[src/ftpc_fifo.sv]
// ----------------------------------------------------------------------------
// ftpc_fifo: small register queue
// Flop-based FIFO with full/empty flags, used between pipeline parts.
// ----------------------------------------------------------------------------
module ftpc_fifo #(
  parameter int W     = 8,
  parameter int DEPTH = 2
) (
  input  logic         clk,
  input  logic         rst_n,
  input  logic         push,
  output logic         full,
  input  logic [W-1:0] wr_data,
  input  logic         pop,
  output logic         empty,
  output logic [W-1:0] rd_data
);

  localparam int PW = (DEPTH > 1) ? $clog2(DEPTH) : 1;
  localparam int CW = $clog2(DEPTH + 1);

  logic [W-1:0]  data_r [DEPTH];
  logic [PW-1:0] wr_ptr_r, wr_ptr_nxt;
  logic [PW-1:0] rd_ptr_r, rd_ptr_nxt;
  logic [CW-1:0] cnt_r, cnt_nxt;
  logic          do_push, do_pop;

  assign full    = (cnt_r == CW'(DEPTH));
  assign empty   = (cnt_r == '0);
  assign do_push = push && !full;
  assign do_pop  = pop && !empty;
  assign rd_data = data_r[rd_ptr_r];

  // pointer and occupancy update
  always_comb begin
    wr_ptr_nxt = wr_ptr_r;
    rd_ptr_nxt = rd_ptr_r;
    cnt_nxt    = cnt_r;
    if (do_push) begin
      wr_ptr_nxt = (wr_ptr_r == PW'(DEPTH - 1)) ? '0 : wr_ptr_r + 1'b1;
    end
    if (do_pop) begin
      rd_ptr_nxt = (rd_ptr_r == PW'(DEPTH - 1)) ? '0 : rd_ptr_r + 1'b1;
    end
    if (do_push && !do_pop) begin
      cnt_nxt = cnt_r + 1'b1;
    end else if (do_pop && !do_push) begin
      cnt_nxt = cnt_r - 1'b1;
    end
  end

  always_ff @(posedge clk) begin
    if (!rst_n) begin
      wr_ptr_r <= '0;
      rd_ptr_r <= '0;
      cnt_r    <= '0;
    end else begin
      wr_ptr_r <= wr_ptr_nxt;
      rd_ptr_r <= rd_ptr_nxt;
      cnt_r    <= cnt_nxt;
    end
  end

  // storage
  always_ff @(posedge clk) begin
    if (do_push) begin
      data_r[wr_ptr_r] <= wr_data;
    end
  end

endmodule

[config.mk]
export PLATFORM = sky130hd
export DESIGN_NAME = ftpc_fifo
export DESIGN_NICKNAME = d
export VERILOG_FILES = /design/src/ftpc_fifo.sv
export SDC_FILE = /design/constraint.sdc
export NUM_CORES = 1
export LEC_CHECK = 0
export BUFFER_PORTS_ARGS = -buffer_cell sky130_fd_sc_hd__buf_2
export CAP_MARGIN = 20
export CORE_MARGIN = 2
export CORE_UTILIZATION = 45
export DETAILED_ROUTE_END_ITERATION = 16
export PLACE_DENSITY = 0.7
export SYNTH_ARGS = -nofsm -noshare
export SYNTH_HDL_FRONTEND = slang
export SYNTH_SLANG_ARGS = --single-unit
[constraint.sdc]
create_clock -name clk -period 3.6 [get_ports clk]
set_input_delay 1.08 -clock clk [delete_from_list [all_inputs] [get_ports clk]]
set_output_delay 1.08 -clock clk [all_outputs]
set_load 0.05 [all_outputs]
==> metrics.cfg <==
[status]
run_status = finished clean

[timing]
timing.hold.ws_ps = 530
fmax_mhz = 400
min_period_ps = 2500
period_share = 0.695
hold_viol_final = 0
setup_viol = 0
slew_headroom = 0.532
finClkSkew_ps = 1.51
rsz0062_at_grt = no
worst_slack_ps = 1100
worstMarginPinSlew_ps = 699
fin_setup_tns_ps = 0
final_max_slew_viol_count = 0

[cts]
hold_buffers = 0
clockBufferDepth = 2
postCtsResizedCells = 0
path_clk_slew_ps = 100
clkLatencyLatePin_ps = 290
htree_levels = 1
cts_made_buffers = 3
postCtsSetupRepairBufs = 0
clock_sinks = 21
root_buffer = clkbuf_4
cts_tree = done

[grt]
top_usage_layer = met2
first_global_vias = 435
grtUsageMet1 = 0.144
grt_pass1_wl_mm = 1.81
track_usage = 0.131
grt_max_degree = 12
grt_antenna_before_repair = 0
met3_usage = 0.0431
overflow = 0
grtUsageMet2 = 0.206

[hold_path]
min_from = cnt_r[1]
hp-class = flip-flop to flip-flop
hold_depth = 2
hold_end = cnt_r[1]

[floorplanning]
die_h_um = 46.4
ioPinCount = 22
coreArea_um2 = 1710
rows = 15
start_util = 0.474
die_x_um = 46.4
dieArea_um2 = 2150

[job]
max-cap-violations = 0

[synthesis]
synth_warnings = 0
syn_area_um2 = 810
postSynthAreaPerCell_um2 = 16.2
synth_nets = 63
synth-xor-area-share = 0.0325
ys_seq_area_frac = 0.717
yosys_register_bits = 21
synth_adder_area_share = 0.0155
synth_top_family_by_area = multiplexers
synthCells = 50
synth-compound-area-share = 0.0402
synthMuxAreaShare = 0.111
ys_types = 20
synth-simple-area-share = 0.0680

[placed_design]
pre_cts_slack_ps = 1400
io_buffers = 21
hpwl_um = 894
gp_congestion = 0.593
place_area_um2 = 941
placed_cells = 95

[critical_path]
cp_cell_sequence = mux2_2 -> buf_2
r2r_cells = 6
crit_path_start_kind = flip-flop
r2r-start = cnt_r[0]
max_stage_delay_ps = 540
cp-end-kind = output pin
ff2ff_setup_slack_ps = 2020
path_max_fanout = 8
cp.required_ps = 2520
path_class = flip-flop to output pin
rr_endpoint = cnt_r[1]
cp_data_arrival_time_ps = 1420
cp_slowest_cell = dfxtp_1

[cells_and_area]
nets = 88
synthToLayoutAreaGrowth_pct = 19.5
fillerInstances = 142
post-route-cell-area_um2 = 967
layout.cells.non_filler = 99
antenna_cells = 0
drive_gt1_frac = 0.459

[routing]
drt_wl_total_mm = 1.21
drt_pass1_iterations = 2
drc = 0
ant_nets = 0
vias = 459
drt-initial-drc-count = 7
vias_per_cell = 4.64
wl_per_cell_um = 12.2

[pwr]
p_seq_frac = 0.441
leakage_uw = 0.000379
comb_power_share = 0.422
switching_share = 0.407
power_switching_uw = 314
irDropWorstVdd_v = 0.000493
internal-power_uw = 458
powerDensity_nw_per_um2 = 798
clkPwrFrac = 0.137

## placed cells by master, fill, tap and decap left out, drive strengths merged
cell type	instances
buf	21
edfxtp	16
mux2	8
dfxtp	5
clkbuf	4
and2	3
nor2	2
xnor2	2
inv	2
o21ai	2
a21boi	2
nand2b	1
and3	1
nor3	1
o21a	1
xor2	1
or3	1
ha	1
## Yosys cell counts (all sizes together)
library cell	count	area [µm²]
and2	3	18.8
edfxtp	16	480
and3	1	6.26
dfxtp	5	100
nor3	1	10.0
or3	1	6.26
xnor2	2	17.5
mux2	8	90.1
nor2	2	7.51
o21a	1	7.51
o21ai	2	10.0
a21boi	2	15.0
inv	2	7.50
xor2	1	8.76
buf	1	5.00
nand2b	1	6.26
ha	1	12.5
## area by class of cell
type                       count  area [µm²]  area share
tap                           25        31.3      0.0323
multi-input combinational     26         216       0.224
timing repair buffer          21         105       0.109
clock buffer                   4        26.3      0.0272
inverter                       2        7.51     0.00776
sequential                    21         581       0.600
## how the worst max path moves through the flow
stage,from,to,cells after the start
2_1_floorplan,cnt_r[0],empty,1
3_3_place_gp,flip-flop,rd_data[3],2
3_5_place_dp,push,data_r[0][1],3
4_1_cts,flip-flop,rd_data[5],2
5_1_grt,flip-flop,rd_data[5],2
6_report,flip-flop,rd_data[5],2
## cells by family after synthesis
logic type | Yosys count
buffers and inverters | 3
muxes | 8
AOI/OAI and AO/OA | 5
adders and majority gates | 1
xor gates and xnor gates | 3
DFF | 21
and+or+nand+nor | 9
## flip-flops by register name, indices dropped and copies added, names as in the netlist, named ones only
register and count:
data_r 16, cnt_r 2, rd_ptr_r 1, wr_ptr_r 1
## power groups by stage
stage          clock (µW)  sequential [µW]  combinational [µW]
5_1_grt               119              348                 350
6_report              105              340                 326
2_1_floorplan           0              330                 281
3_3_place_gp            0              346                 323
4_1_cts               111              343                 330
3_5_place_dp            0              348                 328
## routing by layer
metal  routed length [µm]  vias up  part of all wire
met3                   97        4             0.080
met2                  563       17              0.47
met1                  505      209              0.42
li1                     -      229                 -
met4                   40        0             0.033
met5                    0        -                 0
## critical path: cells and delay by family (launching register included)
family   cells  cell delay, ps
buf+inv      1             210
mux          1             380
flops        1             540
## through the flow
step,util,total power [µW]
finish,0.566,772
global route,0.566,816
CTS,0.566,783
detailed placement,0.551,676
global placement,0.551,669
floorplan,-,611
Power figures use the tool's default switching activity.
